File: src/sv/plc_pkg.sv
`default_nettype none

package plc_pkg;

   localparam int CAPACITY = 64;
   localparam int CNT_W    = $clog2(CAPACITY + 1);
   localparam int IDX_W    = $clog2(CAPACITY);
   localparam int VAL_W    = 32;
   localparam int POS_W    = 7;
   localparam int LEN_W    = 7;
   localparam int CMP_W    = ((CNT_W > POS_W) ? CNT_W : POS_W) + 1;

   localparam logic [2:0] OP_PUSH_FRONT = 3'd0;
   localparam logic [2:0] OP_PUSH_BACK  = 3'd1;
   localparam logic [2:0] OP_INSERT     = 3'd2;
   localparam logic [2:0] OP_DELETE     = 3'd3;
   localparam logic [2:0] OP_POP_FRONT  = 3'd4;
   localparam logic [2:0] OP_POP_BACK   = 3'd5;

   localparam logic [1:0] ST_OK    = 2'd0;
   localparam logic [1:0] ST_POS   = 2'd1;
   localparam logic [1:0] ST_EMPTY = 2'd2;
   localparam logic [1:0] ST_FULL  = 2'd3;

   typedef enum logic [1:0] {
      SH_HOLD = 2'd0,
      SH_INS  = 2'd1,
      SH_DEL  = 2'd2
   } shift_type;

   typedef struct packed {
      logic [2:0]              opcode;
      logic [POS_W-1:0]        position;
      logic signed [VAL_W-1:0] value;
   } req_type;

   typedef struct packed {
      logic [1:0]              status;
      logic [LEN_W-1:0]        length;
      logic signed [VAL_W-1:0] removed_value;
   } rsp_type;

   typedef struct packed {
      shift_type         kind;
      logic [IDX_W-1:0]  idx;
      logic [VAL_W-1:0]  value;
   } cell_ctrl_type;

endpackage

`default_nettype wire

File: src/sv/plc_cell.sv
`default_nettype none

module plc_cell (
   input  wire                          clock,
   input  wire [plc_pkg::IDX_W-1:0]     cell_index,
   input  wire plc_pkg::cell_ctrl_type  ctrl,
   input  wire [plc_pkg::VAL_W-1:0]     left_value,
   input  wire [plc_pkg::VAL_W-1:0]     right_value,
   output logic [plc_pkg::VAL_W-1:0]    value,
   output logic [plc_pkg::VAL_W-1:0]    pick_value
);
   import plc_pkg::*;

   logic [VAL_W-1:0] value_ff;
   logic [VAL_W-1:0] value_in;
   logic             is_at;
   logic             is_after;

   assign is_at    = (cell_index == ctrl.idx);
   assign is_after = (cell_index > ctrl.idx);

   always_comb begin
      value_in = value_ff;
      case (ctrl.kind)
         SH_INS: begin
            if (is_at) begin
               value_in = ctrl.value;
            end else if (is_after) begin
               value_in = left_value;
            end
         end
         SH_DEL: begin
            if (is_at || is_after) begin
               value_in = right_value;
            end
         end
         default: begin
            value_in = value_ff;
         end
      endcase
   end

   always_ff @(posedge clock) begin
      value_ff <= value_in;
   end

   assign value      = value_ff;
   assign pick_value = is_at ? value_ff : '0;

endmodule

`default_nettype wire

File: config.mk
export PLATFORM = sky130hd
export DESIGN_NAME = plc_cell
export DESIGN_NICKNAME = d
export VERILOG_FILES = /design/src/sv/plc_pkg.sv /design/src/sv/plc_cell.sv
export SDC_FILE = /design/constraint.sdc
export NUM_CORES = 1
export LEC_CHECK = 0
export ABC_AREA = 1
export BUFFER_PORTS_ARGS = -buffer_cell sky130_fd_sc_hd__buf_4
export CAP_MARGIN = 20
export CELL_PAD_IN_SITES_DETAIL_PLACEMENT = 1
export CELL_PAD_IN_SITES_GLOBAL_PLACEMENT = 1
export CORE_MARGIN = 4
export CORE_UTILIZATION = 24
export CTS_CLUSTER_DIAMETER = 50
export DETAILED_ROUTE_END_ITERATION = 10
export PLACE_DENSITY_LB_ADDON = 0.1
export SLEW_MARGIN = 10
export SYNTH_ARGS = -nofsm -noshare
export SYNTH_HDL_FRONTEND = slang
export SYNTH_SLANG_ARGS = --single-unit
File: constraint.sdc
create_clock -name clock -period 2.2 [get_ports clock]
set_input_delay 0.44 -clock clock [delete_from_list [all_inputs] [get_ports clock]]
set_output_delay 0.44 -clock clock [all_outputs]
set_load 0.03 [all_outputs]
==> results.json <==
{
  "die_w_um": 108.8,
  "drive_above_1_share_pct": 37.88,
  "rows": 36,
  "synth_top_family_by_area": "simple AND/OR/NAND/NOR gates",
  "antenna_found_initial": 0,
  "detail-route-antenna-nets": 0,
  "hold_viol_final": 0,
  "grt_max_degree": 33,
  "place_hpwl_um": 7455,
  "vias_per_cell": 4.266,
  "finalCriticalPeriod_ns": 2.087,
  "startpoint_type": "primary input",
  "drc": 0,
  "cts_tree": "yes",
  "synth-async-reset-ratio_pct": 0,
  "fin_crit_sh_pct": 94.88,
  "max_slew_margin_pct": 73.19,
  "fmax_mhz": 479.1,
  "die_h_um": 108.8,
  "critPathMaxFanout": 14,
  "fill_cells": 1304,
  "crit_path_end_kind": "output pin",
  "grt_pass1_vias": 2965,
  "ys_types": 18,
  "power_density_nw_per_um2": 487.4,
  "hp-class": "primary input to register",
  "globalplace.congestion": 0.7583,
  "status": "complete, no violations",
  "cap_violations": 0,
  "syn_to_final_growth_pct": 63.60,
  "total_power_mw": 1.944,
  "cts_buffer_depth": 2,
  "routed_wl_um": 9504,
  "final_common_cell": "buf_4",
  "htreeDepth": 2,
  "largest_reg_flops": 32,
  "antennaDiodeCount": 0,
  "synth_seq_area_share_pct": 39.43,
  "fin_tns_setup_ns": 0,
  "synth_compound_area_share_pct": 0.5133,
  "drv_slew": 0,
  "rsz0062_at_grt": "no",
  "die_area_um2": 11830,
  "drtPass1Iterations": 5,
  "cts.sinks": 32,
  "synth_seq_cells": 32,
  "crit_type": "primary input to output pin",
  "syn_inst": 346,
  "synthMuxAreaShare_pct": 0,
  "p_leak_nw": 2.297,
  "layout.nets": 637,
  "ys_warn_count": 0,
  "synth-xor-area-share_pct": 0,
  "postSynthAreaPerCell_um2": 7.044,
  "cts_root_buf": "clkbuf_8",
  "tightest_slew_ns": 0.4021,
  "cts_setup_buffers": 0,
  "place_ws_ns": 0.08977,
  "track_usage_pct": 15.90,
  "final_cell_mix": "buf_4 (183), nand2_1 (105), inv_1 (78)",
  "synthFlopType": "edfxtp_1",
  "ir_drop_v": 0.0001966,
  "grt_first_pass_wirelength_um": 14610,
  "coreArea_um2": 9819,
  "post_synth_instance_area_um2": 2437,
  "drt_iter0_markers": 79,
  "initial_core_util_pct": 24.82,
  "io_pins": 175,
  "synthAdderAreaFrac_pct": 3.080,
  "wl_per_cell_um": 14.55,
  "numCtsBuffers": 5,
  "cts_resized": 0,
  "utilization_pct": 40.61,
  "arrival_ns": 1.65,
  "cp.required_ns": 1.76,
  "grt-ovfl-total": 0,
  "setup_ws_ns": 0.1127,
  "synthSimpleGateAreaFrac_pct": 40.20,
  "synth_edf_count": 32,
  "synth_nets": 463,
  "port_buffers": 174,
  "setup-violations-final": 0,
  "num_vias": 2786,
  "clk_pin_slew_ns": 0.07,
  "hold_buffers": 0
}
==> final cells by class <==
cell class	instances	area [um^2]	area share, %
sequential	32	960.9	24.10
multi-input combinational	217	1072	26.89
timing repair buffer	185	1414	35.46
tap	133	166.4	4.173
inverter	79	296.5	7.436
clock inverter	1	5.005	0.1255
clock buffer	6	72.57	1.820
==> stage by stage <==
step           std cells  cell area [um^2]  hold slack, ns
3_5_place_dp         646              3910          0.7170
4_1_cts              653              3988          0.4155
5_1_grt              653              3988          0.4180
3_3_place_gp         646              3910          0.7132
2_1_floorplan        346              2437          0.6259
6_report             653              3988          0.4256
==> critical path, cell delays in order <==
cell	delay, ns
buf_4	0.11
ha_1	0.30
nand2_2	0.10
inv_1	0.08
nand3_1	0.09
buf_4	0.21
nor2_1	0.13
buf_4	0.18
==> cell families (layout without fill, tap and decap cells) <==
logic type | count (synthesis) | after routing
and+or+nand+nor | 209 | 209
DFF | 32 | 32
AOI/OAI and AO/OA | 2 | 2
buffers and inverters | 97 | 271
adders and majority gates | 6 | 6
==> layer usage <==
metal  up-vias  part of all wire (%)  track usage (%)  wire (um)
li1       1397                     -                -          -
met1      1287                    38            17.43       3633
met2        98                    53            30.32       5012
met5         -                     0                0          0
met3         4                   8.3            4.677        793
met4         0                  0.68            2.976         65
==> where the power goes <==
group          switching, mW  total (mW)  internal, mW
Sequential            0.0403       0.801         0.761
Combinational          0.385       0.695         0.309
Clock                  0.232       0.448         0.216
Total                  0.658        1.94          1.29
==> synth_stat cells (2+ instances only) <==
cell        n  area [um^2]
nand2_1   105        394.1
inv_1      78        292.8
nand3_1    35        175.2
edfxtp_1   32        960.9
nand3b_1   32        240.2
nor2_1     32        120.1
buf_2       9        45.04
ha_1        6        75.07
buf_4       3        22.52
buf_6       3        33.78
clkbuf_1    3        11.26
nand2_2     2        12.51
==> final timing paths <==
kind | startpoint | endpoint | slack, ns | cells past startpoint
worst max-delay path | cell_index[3] | pick_value[4] | 0.11 | 8
worst min-delay path | right_value[20] | value[20] | 0.43 | 3
Power figures use the tool's default switching activity.
