$ cat config.mk
export PLATFORM = sky130hd
export DESIGN_NAME = plc_ctrl
export DESIGN_NICKNAME = d
export VERILOG_FILES = /design/src/sv/plc_pkg.sv /design/src/sv/plc_ctrl.sv
export SDC_FILE = /design/constraint.sdc
export NUM_CORES = 1
export LEC_CHECK = 0
export BUFFER_PORTS_ARGS = -buffer_cell sky130_fd_sc_hd__clkbuf_2
export CORE_MARGIN = 8
export CORE_UTILIZATION = 23
export DETAILED_ROUTE_END_ITERATION = 8
export GPL_TIMING_DRIVEN = 0
export MAX_ROUTING_LAYER = met4
export PLACE_DENSITY = 0.56
export RECOVER_POWER = 50
export SLEW_MARGIN = 5
export SYNTH_ARGS = -nofsm -noshare
export SYNTH_HDL_FRONTEND = slang
export SYNTH_SLANG_ARGS = --single-unit
$ cat constraint.sdc
create_clock -name vclk -period 2.9
set_input_delay 0.145 -clock vclk [all_inputs]
set_output_delay 0.145 -clock vclk [all_outputs]
set_load 0.05 [all_outputs]
$ cat src/sv/plc_pkg.sv
`default_nettype none

package plc_pkg;

   localparam int CAPACITY = 64;
   localparam int CNT_W    = $clog2(CAPACITY + 1);
   localparam int IDX_W    = $clog2(CAPACITY);
   localparam int VAL_W    = 32;
   localparam int POS_W    = 7;
   localparam int LEN_W    = 7;
   localparam int CMP_W    = ((CNT_W > POS_W) ? CNT_W : POS_W) + 1;

   localparam logic [2:0] OP_PUSH_FRONT = 3'd0;
   localparam logic [2:0] OP_PUSH_BACK  = 3'd1;
   localparam logic [2:0] OP_INSERT     = 3'd2;
   localparam logic [2:0] OP_DELETE     = 3'd3;
   localparam logic [2:0] OP_POP_FRONT  = 3'd4;
   localparam logic [2:0] OP_POP_BACK   = 3'd5;

   localparam logic [1:0] ST_OK    = 2'd0;
   localparam logic [1:0] ST_POS   = 2'd1;
   localparam logic [1:0] ST_EMPTY = 2'd2;
   localparam logic [1:0] ST_FULL  = 2'd3;

   typedef enum logic [1:0] {
      SH_HOLD = 2'd0,
      SH_INS  = 2'd1,
      SH_DEL  = 2'd2
   } shift_type;

   typedef struct packed {
      logic [2:0]              opcode;
      logic [POS_W-1:0]        position;
      logic signed [VAL_W-1:0] value;
   } req_type;

   typedef struct packed {
      logic [1:0]              status;
      logic [LEN_W-1:0]        length;
      logic signed [VAL_W-1:0] removed_value;
   } rsp_type;

   typedef struct packed {
      shift_type         kind;
      logic [IDX_W-1:0]  idx;
      logic [VAL_W-1:0]  value;
   } cell_ctrl_type;

endpackage

`default_nettype wire

$ cat src/sv/plc_ctrl.sv
`default_nettype none

module plc_ctrl (
   input  wire plc_pkg::req_type         req,
   input  wire                           fire,
   input  wire [plc_pkg::CNT_W-1:0]      count,
   output plc_pkg::cell_ctrl_type        ctrl,
   output logic [1:0]                    status,
   output logic [plc_pkg::CNT_W-1:0]     count_next
);
   import plc_pkg::*;

   logic             full;
   logic             empty;
   logic [CMP_W-1:0] pos_ext;
   logic [CMP_W-1:0] cnt_ext;
   logic [IDX_W-1:0] pos_idx;
   logic [IDX_W-1:0] last_idx;
   shift_type        kind;

   assign full     = (count >= CNT_W'(CAPACITY));
   assign empty    = (count == '0);
   assign pos_ext  = CMP_W'(req.position);
   assign cnt_ext  = CMP_W'(count);
   assign pos_idx  = IDX_W'(req.position - POS_W'(1));
   // tail slot on push back
   assign last_idx = IDX_W'(count);

   always_comb begin
      status     = ST_OK;
      kind       = SH_HOLD;
      ctrl.idx   = '0;
      ctrl.value = req.value;
      case (req.opcode)
         OP_PUSH_FRONT, OP_PUSH_BACK: begin
            if (full) begin
               status = ST_FULL;
            end else begin
               kind     = SH_INS;
               ctrl.idx = (req.opcode == OP_PUSH_FRONT) ? '0 : last_idx;
            end
         end
         OP_INSERT: begin
            if (req.position == '0 || pos_ext > cnt_ext + CMP_W'(1)) begin
               status = ST_POS;
            end else if (full) begin
               status = ST_FULL;
            end else begin
               kind     = SH_INS;
               ctrl.idx = pos_idx;
            end
         end
         OP_DELETE: begin
            if (req.position == '0 || pos_ext > cnt_ext) begin
               status = ST_POS;
            end else begin
               kind     = SH_DEL;
               ctrl.idx = pos_idx;
            end
         end
         OP_POP_FRONT, OP_POP_BACK: begin
            if (empty) begin
               status = ST_EMPTY;
            end else begin
               kind     = SH_DEL;
               ctrl.idx = (req.opcode == OP_POP_FRONT) ? '0
                                                        : IDX_W'(count - CNT_W'(1));
            end
         end
         default: begin
            status = ST_OK;
         end
      endcase
      ctrl.kind = fire ? kind : SH_HOLD;
   end

   always_comb begin
      case (ctrl.kind)
         SH_INS:  count_next = count + CNT_W'(1);
         SH_DEL:  count_next = count - CNT_W'(1);
         default: count_next = count;
      endcase
   end

endmodule

`default_nettype wire

==> results of run 1 <==
[worst max-delay path by stage]
stage                     startpoint       endpoint  slack, ps  cells after the start
after global placement      count[0]  count_next[4]       -950                     16
final                       count[0]  count_next[3]       -250                     17
after detailed placement    count[0]  count_next[3]       -980                     16
after CTS                   count[3]  count_next[4]       -280                     16
after floorplan             count[1]  count_next[2]       -280                     14
after global routing        count[0]  count_next[3]       -380                     17
[power by group through the flow]
stage / sequential, mW / clock (mW) / combinational (mW)
floorplan: 0 / 0 / 0.351
global placement: 0 / 0 / 0.449
detailed placement: 0 / 0 / 0.452
CTS: 0 / 0 / 0.541
global route: 0 / 0 / 0.596
finish: 0 / 0 / 0.563
[per-layer routing]
layer  wire [um]  share of wire, %  vias up  GRT usage (%)
li1            -                 -      898              -
met1        2570                45      813           15.4
met2        2750                48       68           19.7
met3         305               5.4        4          0.959
met4          46              0.81        0           1.06
met5           0                 0        -              -
[per-stage QoR]
| step | worst slack [ps] | hold slack [ps] | utilization [%] | TNS, ps |
|---|---|---|---|---|
| 2_1_floorplan | -283 | 457 | - | -1550 |
| 3_3_place_gp | -945 | 621 | 34.4 | -6210 |
| 3_5_place_dp | -977 | 621 | 34.4 | -6380 |
| 4_1_cts | -285 | 621 | 42.5 | -1640 |
| 5_1_grt | -384 | 627 | 44.0 | -2270 |
| 6_report | -248 | 619 | 44.0 | -1420 |
[synthesized netlist by cell type (4+ instances only)]
cell type,number
o211ai_1,7
nor2_1,7
a31o_2,4
buf_4,32
inv_1,14
nor3_1,5
o21ai_0,8
a21oi_1,16
ha_1,21
xnor2_1,7
clkbuf_1,6
nand2_1,14
nand3_1,7
or4_1,6
[logic make-up (layout without fill, tap and decap cells)]
group / after synthesis / count (layout)
adder cells (fa/ha/maj): 21 / 21
multiplexers: 1 / 1
AO/OA/AOI/OAI: 56 / 56
buffers and inverters: 53 / 145
XOR/XNOR: 9 / 9
AND/OR/NAND/NOR: 61 / 61
[what timing repair did]
action                                 CTS  global route
pin swaps                               23            12
setup buffers                           20             6
setup endpoints to repair               14            13
cloned                                   2             0
endpoints found under the hold margin    0             0
resized for setup                       57            24
[layout make-up]
class | instances | area (um^2) | share of cell area (%)
well taps | 75 | 93.8 | 3.63
plain buffers | 38 | 332 | 12.8
repair buffers | 93 | 683 | 26.4
multi-input cells | 148 | 1420 | 54.8
inverters | 14 | 60.1 | 2.32
[cells in the final DEF, fill, tap and decap left out, drive strengths merged, types with 2 or more instances in the layout]
| cell type | instances |
|---|---|
| xnor2 | 7 |
| nor3 | 5 |
| o2bb2ai | 3 |
| nand3b | 2 |
| a21o | 2 |
| and3 | 3 |
| ha | 21 |
| nor2 | 7 |
| nand2 | 14 |
| nor2b | 2 |
| o211ai | 7 |
| buf | 68 |
| xor2 | 2 |
| a31o | 5 |
| o31ai | 2 |
| a22oi | 2 |
| and4 | 2 |
| or4 | 6 |
| nor3b | 3 |
| nand3 | 7 |
| nand4 | 3 |
| inv | 14 |
| nand2b | 2 |
| clkbuf | 63 |
| o21a | 3 |
| a21oi | 16 |
| o21ai | 9 |
| a221oi | 3 |
| or3 | 3 |
==> summary.txt, run 1 <==
Worst setup path
  • Worst setup EP type: output pin
  • Crit path kind: in2out
  • Slowest cell on the critical path: ha_1
  • WP data required: ~2800 ps
  • CP peak stage delay: 320 ps
  • CP top delay family: compound AO/OA/AOI/OAI gates
  • Crit path DAT: ~3000 ps
  • CP cell instances: clkbuf_16 > ha_4 > nand3_4 > nor3_4 > xnor2_2 > ha_1 > and3_4 > a221oi_4 > a21boi_4 > o31ai_4 > and3_4 > ha_4 > clkbuf_16 > a21oi_4 > nor2_2 > a21oi_4 > buf_8
  • Startpoint Class: primary input
  • Worst Path Max Fanout: 5
  • Buf/Inv on CP: 3

Final layout
  • Share of layout cells above drive strength 1: between 50% and 60%
  • Fin area: about 2600 um^2
  • Num sequential: 0
  • Area delta synth->final: 86.0%
  • Finished Layout Cells: 368
  • Diodes inserted: 0
  • # fillers: about 580
  • CLK BUF: 0
  • Register Area: 0 um^2
  • Nets@finish: ~370

Die
  • FP Rows: 28
  • I/O pins: approximately 100
  • Die area: between 8000 and 9000 um^2
  • Die extent in y: between 90 and 100 um
  • Core area: between 5000 and 6000 um^2
  • Die X: between 90 and 100 um
  • Initial Util: around a quarter

Power and ir drop
  • Internal Power: around 0.22 mW
  • Overall power: between 0.5 and 0.6 mW
  • Peak VDD IR: about 110 uV
  • Clock share of power: 0%
  • Psw: approximately 0.34 mW
  • Sw frac: about three fifths
  • Leakage power: 1.14 nW
  • PwrDens: 218 nW/um^2
  • Combinational share of power: between 90% and 100%
  • Reg power frac: 0%

Synth
  • Post-synthesis sequential area ratio: 0%
  • Top cell type's share of synthesized area: a little under a fifth
  • Multiplexer area fraction after synthesis: less than 1%
  • Cell variety after synth: 40
  • Syn Inst Count: approximately 200
  • Compound-gate portion of the synthesized area: 27.2%
  • Syn nets: around 270
  • Main combinational cell family by area after synthesis: compound AO/OA/AOI/OAI gates
  • Syn. warnings: 0
  • Post-synth top area cell: ha_1
  • XOR/XNOR Fraction of Synth Area: around 5.7%
  • Mapped Area: between 1000 and 1500 um^2
  • Simple-gate area share of the yosys netlist: ~24%
  • Largest cells by area after synthesis: ha_1 (19%), buf_4 (17%), a21oi_1 (5.8%)
  • Synth Area in Adders: a little under a fifth
  • Avg Cell Area, Syn: roughly 7 um^2

Clock network
  • Cts hold-fix bufs: 0

Drt
  • Wire per inst: around 15 um
  • Via count: approximately 1.8k
  • # DRC: 0
  • Antenna Nets Post-Route: 0
  • Avg Vias per Cell: ~4.8
  • Pre-antenna DRT Iters: 4
  • Detailed Route Iter0 Violations: 55
  • Total wire length: ~5.7 mm

Run status
  • Status: finished with violations
  • Failing checks: negative setup slack

STA
  • Rel. slew slack: between 50% and 60%
  • Worst-margin pin slew: between 600 and 700 ps
  • Fin. max-slew vios: 0
  • Period utilization: 109%
  • Minimum clock period: roughly 3100 ps
  • Final setup violation count: 7
  • RSZ-0062 raised after global routing: yes
  • Final worst setup slack: -248 ps
  • Max Clock Freq: about 0.32 GHz
  • Endpoints failing hold: 0

Min path
  • Hold Startpoint: req[14]
  • Hold WC Path Type: in2out
  • Hold Path End: ctrl[14]
  • Hold Crit Depth: 2

Global route
  • First-pass GRT wire length: roughly 8.6 mm
  • GRT overflow: 0
  • Pin count of the biggest net entering global routing: 11
  • Vias in the first global route: about 1.8k
  • Antenna violations before repair: 0
  • Tot GR Track Use: 11.8%

Job
  • MaxCap Viol Count: 0

Place
  • DP HPWL: 4.39 mm
  • Port buffer count: 65
  • Cells after DPL: about 340
  • Gp weighted congestion: roughly 0.8
  • Dpl cell area: about 2000 um^2
(Power assumes the default switching activity.)
==> inputs of run 2 (changes only) <==
--- a/config.mk
+++ b/config.mk
@@ -11,7 +11,7 @@
 export DETAILED_ROUTE_END_ITERATION = 8
 export GPL_TIMING_DRIVEN = 0
 export MAX_ROUTING_LAYER = met4
-export PLACE_DENSITY = 0.56
+export PLACE_DENSITY = 0.63
 export RECOVER_POWER = 50
 export SLEW_MARGIN = 5
 export SYNTH_ARGS = -nofsm -noshare
==> run 2 against run 1 <==
Net effect: power increased by 3.1%; the flow still finishes with violations (negative setup slack); flip-flop and latch count unchanged; routed wire length increased by 0.99%; first-iteration DRC count increased by 60%; via count increased by 2.4%; largest power group unchanged; count of clock-buffer cells in the layout unchanged; global-route usage increased by 0.36 points; sequential share of layout area unchanged; combinational power increased by 3%; final cell count increased by 1.6%; critical path depth unchanged.
==> summary.txt, run 2 (synthesized netlist as in run 1, its figures left out) <==
Run status
  • Status: finished with violations (unchanged)
  • Failing checks: negative setup slack (unchanged)

Place
  • Placement Setup Slack: -986 ps (was -977 ps)
  • Gp weighted congestion: 0.922 (was 0.807)
  • DP HPWL: 4.44 mm (was 4.39 mm)
  • Port buffer count: 65 (unchanged)

Final layout
  • Num sequential: 0 (unchanged)
  • Leading cell type in the layout, fill and taps excluded: buf_4 (unchanged)
  • Diodes inserted: 0 (unchanged)
  • Area delta synth->final: 89.3% (was 86.0%)
  • Commonest cells after routing, fill and taps aside: buf_4 (67), clkbuf_2 (31), clkbuf_1 (17) (was buf_4 (58), clkbuf_2 (31), clkbuf_1 (19))
  • # fillers: 611 (was 582)
  • Nets@finish: 372 (was 366)
  • Share of layout cells above drive strength 1: 57.2% (was 53.6%)
  • Register Area: 0 um^2 (unchanged)
  • CLK BUF: 0 (unchanged)

Job
  • MaxCap Viol Count: 0 (unchanged)

Global route
  • First-pass GRT wire length: 8.85 mm (was 8.57 mm)
  • Tot GR Track Use: 12.1% (was 11.8%)
  • Met3 usage: 0.560% (was 0.959%)
  • Grt peak-use layer: met2 (unchanged)
  • GRT met1 Usage: 15.6% (was 15.4%)
  • Vias in the first global route: 1886 (was 1786)
  • Antenna violations before repair: 0 (unchanged)
  • Routing usage on met2: 21.2% (was 19.7%)
  • GRT overflow: 0 (unchanged)
  • Pin count of the biggest net entering global routing: 11 (unchanged)

STA
  • Final setup violation count: 13 (was 7)
  • Rel. slew slack: 59.6% (was 54.3%)
  • Fin. max-slew vios: 0 (unchanged)
  • Period utilization: 110% (was 109%)
  • Worst-margin pin slew: 609 ps (was 685 ps)
  • Final worst setup slack: -288 ps (was -248 ps)
  • RSZ-0062 raised after global routing: yes (unchanged)
  • Minimum clock period: 3190 ps (was 3150 ps)
  • Endpoints failing hold: 0 (unchanged)
  • Max Clock Freq: 0.314 GHz (was 0.318 GHz)

Die
  • Core area: 5890 um^2 (unchanged)
  • I/O pins: 99 (unchanged)
  • Initial Util: 23.6% (unchanged)
  • Die X: 93.8 um (unchanged)
  • Die extent in y: 93.8 um (unchanged)
  • FP Rows: 28 (unchanged)
  • Die area: 8790 um^2 (unchanged)

Power and ir drop
  • PwrDens: 220 nW/um^2 (was 218 nW/um^2)
  • Peak VDD IR: 121 uV (was 113 uV)
  • Leakage power: 1.16 nW (was 1.14 nW)
  • Overall power: 0.580 mW (was 0.563 mW)

Drt
  • # DRC: 0 (unchanged)
  • Pre-antenna DRT Iters: 4 (unchanged)
  • Antenna Nets Post-Route: 0 (unchanged)
  • Via count: 1825 (was 1783)
  • Avg Vias per Cell: 4.88 (was 4.85)
  • Wire per inst: 15.3 um (was 15.4 um)
  • Total wire length: 5.73 mm (was 5.67 mm)
  • Detailed Route Iter0 Violations: 88 (was 55)

Worst setup path
  • Crit path kind: in2out (unchanged)
  • Crit path DAT: 3040 ps (was 3000 ps)
  • Worst setup EP type: output pin (unchanged)
  • WP data required: 2760 ps (about the same)
  • Worst Path Max Fanout: 6 (was 5)
  • Startpoint Class: primary input (unchanged)

Clock network
  • Cts hold-fix bufs: 0 (unchanged)

Min path
  • Hold WC Path Type: in2out (unchanged)
[run 2: cell types whose count changed in the layout (fill, tap and decap cells not counted), moves of 3 or more]
cell      previous run  this run
buf_4               58        67
buf_6                1         4
buf_8                6         9
clkbuf_4             4         1
ha_4                 2         5
[run 2: power breakdown]
group | leakage (nW) | total [mW] | switching (mW) | internal, mW
combinational | 1.16 | 0.580 | 0.343 | 0.238
sequential | 0 | 0 | 0 | 0
clock | 0 | 0 | 0 | 0
total | 1.16 | 0.580 | 0.343 | 0.238
[run 2: final cells by class]
type               count  area, um^2  area share, %
multi-input cells    148        1430           54.2
well taps             75        93.8           3.56
inverters             14        58.8           2.23
plain buffers         38         315           12.0
repair buffers        99         738           28.0
[run 2: worst max-delay path: stages]
cell and delay [ps]:
clkbuf_2 110, and4_4 250, nand2_2 80, xnor2_2 150, ha_1 320, a21o_1 210
a221oi_4 300, a21boi_4 110, o31ai_4 190, and3_4 230, ha_4 210, clkbuf_16 160
buf_8 130, a21oi_4 100, nor2_2 60, a21oi_4 120, buf_8 160
[run 2: metal layers]
layer | vias to the layer above | routed length [um]
met3 | 2 | 358
met5 | - | 0
li1 | 903 | -
met1 | 848 | 2530
met2 | 72 | 2820
met4 | 0 | 17
[run 2: worst paths after layout]
path | from | depth (start not counted) | slack (ps) | to
worst max-delay path | count[3] | 17 | -290 | count_next[4]
worst min-delay path | req[25] | 2 | 620 | ctrl[25]
[run 2: repair_timing]
item	CTS	global route
pin swaps	20	24
setup buffers	21	12
hold endpoints to repair	0	0
resized for setup	54	44
cloned	1	0
endpoints found under the setup margin	15	14
[run 2: through the flow]
step | util, % | cells | instance area (um^2) | TNS, ps | hold slack [ps]
floorplan | - | 201 | 1610 | -1550 | 457
global placement | 34.4 | 341 | 2030 | -7200 | 621
detailed placement | 34.4 | 341 | 2030 | -6830 | 621
CTS | 41.8 | 362 | 2460 | -2330 | 621
global route | 44.7 | 374 | 2630 | -3710 | 628
finish | 44.7 | 374 | 2630 | -2180 | 619
==> inputs of run 3 (changes only) <==
--- a/config.mk
+++ b/config.mk
@@ -11,7 +11,7 @@
 export DETAILED_ROUTE_END_ITERATION = 8
 export GPL_TIMING_DRIVEN = 0
 export MAX_ROUTING_LAYER = met4
-export PLACE_DENSITY = 0.63
+export PLACE_DENSITY = 0.61
 export RECOVER_POWER = 50
 export SLEW_MARGIN = 5
 export SYNTH_ARGS = -nofsm -noshare
==> constraint.sdc (replaced) <==
create_clock -name vclk -period 3
set_input_delay 0.15 -clock vclk [all_inputs]
set_output_delay 0.15 -clock vclk [all_outputs]
set_load 0.05 [all_outputs]
==> run 3 against run 2 <==
Net effect: the flow still finishes with violations (negative setup slack); via count is 1.2% lower; count of clock-buffer cells in the layout stayed put; die area stayed put; cell area is 0.57% lower; sequential share of layout area stayed put; final cell count is 1.9% lower; global-route usage is 0.10 points lower; utilization is 0.26 points lower; flip-flop and latch count stayed put; critical path depth stayed put; power is 4.0% lower.
==> summary.txt, run 3 (synthesized netlist as in run 1, its figures left out) <==
Run status
  • Status: finished with violations (unchanged)
  • Failing checks: negative setup slack (unchanged)

Die
  • FP Rows: 28 (unchanged)
  • Die X: 93.8 um (unchanged)
  • Die extent in y: 93.8 um (unchanged)
  • Die area: 8790 um^2 (unchanged)
  • Initial Util: 23.6% (unchanged)
  • Core area: 5890 um^2 (unchanged)
  • I/O pins: 99 (unchanged)

Min path
  • Hold Crit Depth: 2 (unchanged)
  • Hold Path End: ctrl[10] (was ctrl[25])
  • Hold WC Path Type: in2out (unchanged)
  • Hold Startpoint: req[10] (was req[25])

Final layout
  • # fillers: 607 (was 611)
  • CLK BUF: 0 (unchanged)
  • Multi-input combinational cell area: 1450 um^2 (was 1430 um^2)
  • Finished Layout Cells: 367 (was 374)
  • Leading cell type in the layout, fill and taps excluded: buf_4 (unchanged)
  • Register Area: 0 um^2 (unchanged)
  • Diodes inserted: 0 (unchanged)
  • Num sequential: 0 (unchanged)
  • Share of layout cells above drive strength 1: 55.5% (was 57.2%)
  • Commonest cells after routing, fill and taps aside: buf_4 (63), clkbuf_2 (31), clkbuf_1 (18) (was buf_4 (67), clkbuf_2 (31), clkbuf_1 (17))
  • Fin area: 2620 um^2 (was 2630 um^2)
  • Area delta synth->final: 88.2% (was 89.3%)
  • Nets@finish: 365 (was 372)

Global route
  • Vias in the first global route: 1798 (was 1886)
  • Pin count of the biggest net entering global routing: 11 (unchanged)
  • First-pass GRT wire length: 8.61 mm (was 8.85 mm)
  • GRT overflow: 0 (unchanged)
  • Tot GR Track Use: 12.0% (was 12.1%)
  • Antenna violations before repair: 0 (unchanged)

STA
  • Final worst setup slack: -220 ps (was -288 ps)
  • RSZ-0062 raised after global routing: yes (unchanged)
  • Period utilization: 107%
  • Fin. max-slew vios: 0 (unchanged)
  • Minimum clock period: about 3200 ps
  • Max Clock Freq: 0.311 GHz
  • Final setup violation count: 10 (was 13)
  • Endpoints failing hold: 0 (unchanged)
  • Rel. slew slack: 60.0% (was 59.6%)
  • Worst-margin pin slew: 599 ps (was 609 ps)

Clock network
  • Cts hold-fix bufs: 0 (unchanged)

Drt
  • Pre-antenna DRT Iters: 4 (unchanged)
  • # DRC: 0 (unchanged)
  • Total wire length: 5.75 mm (was 5.73 mm)
  • Antenna Nets Post-Route: 0 (unchanged)
  • Avg Vias per Cell: 4.92 (was 4.88)
  • Top routing layer used: met4 (unchanged)
  • Detailed Route Iter0 Violations: 78 (was 88)
  • Metal3 WL: 380 um (was 358 um)
  • Via count: 1804 (was 1825)
  • Wire length on met2: 2.86 mm (was 2.82 mm)
  • Wl on met1: 2.48 mm (was 2.53 mm)
  • Wire per inst: 15.7 um (was 15.3 um)

Place
  • Gp weighted congestion: 0.875 (was 0.922)
  • Cells after DPL: 341 (unchanged)
  • Dpl cell area: 2030 um^2 (unchanged)
  • Port buffer count: 65 (unchanged)
  • DP HPWL: 4.47 mm (was 4.44 mm)

Worst setup path
  • Worst setup EP type: output pin (unchanged)
  • Crit path kind: in2out (unchanged)
  • Worst Path Max Fanout: 6 (unchanged)
  • Startpoint Class: primary input (unchanged)
  • Crit path DAT: 3070 ps (was 3040 ps)
  • WP data required: 2850 ps (was 2760 ps)

Power and ir drop
  • PwrDens: 213 nW/um^2 (was 220 nW/um^2)
  • Leakage power: 1.14 nW (was 1.16 nW)
  • Overall power: 0.557 mW (was 0.580 mW)
  • Peak VDD IR: 115 uV (was 121 uV)

Job
  • MaxCap Viol Count: 0 (unchanged)
run 3: where the power goes:
group	total (mW)	switching (mW)	internal [mW]
Clock	0	0	0
Sequential	0	0	0
Combinational	0.557	0.334	0.223
run 3: worst max path at each step:
stage                   from       endpoint
finish              count[0]  count_next[3]
CTS                 count[0]  count_next[4]
floorplan           count[1]  count_next[2]
global route        count[0]  count_next[3]
global placement    count[0]  count_next[4]
detailed placement  count[0]  count_next[4]
run 3: worst max-delay path, cell delays in order:
cell and delay [ps]:
clkbuf_16 130, ha_4 140, nand3_4 90, buf_4 150, xnor2_1 220, ha_1 290, and3_4 210, a221oi_4 250
a21boi_4 100, o31ai_4 220, and3_4 240, ha_4 220, clkbuf_16 180, a21oi_4 120, nor2_2 70, a21oi_4 120
buf_8 160
run 3: area by class of cell:
cell class	instances	area share (%)
multi-input combinational	148	55.4
timing repair buffer	92	26.1
buffer	38	12.4
tap	75	3.58
inverter	14	2.53
run 3: metal layers:
metal	track usage, %	vias up
met3	1.20	2
li1	-	898
met1	15.8	835
met5	-	-
met4	0	0
met2	20.4	69
run 3: through the flow:
stage | hold slack, ps | TNS (ps) | util, % | setup slack (ps)
after floorplan | 467 | -917 | - | -193
after global placement | 631 | -5950 | 34.4 | -927
after detailed placement | 631 | -6110 | 34.4 | -930
after CTS | 631 | -1180 | 42.5 | -221
after global routing | 638 | -2290 | 44.5 | -331
final | 629 | -1140 | 44.5 | -220
run 3: what timing repair did:
action / 4_1_cts / 5_1_grt
endpoints found under the setup margin: 14 / 11
cloned: 1 / 0
pin swaps: 21 / 20
buffers inserted: 17 / 9
resized for setup: 60 / 35
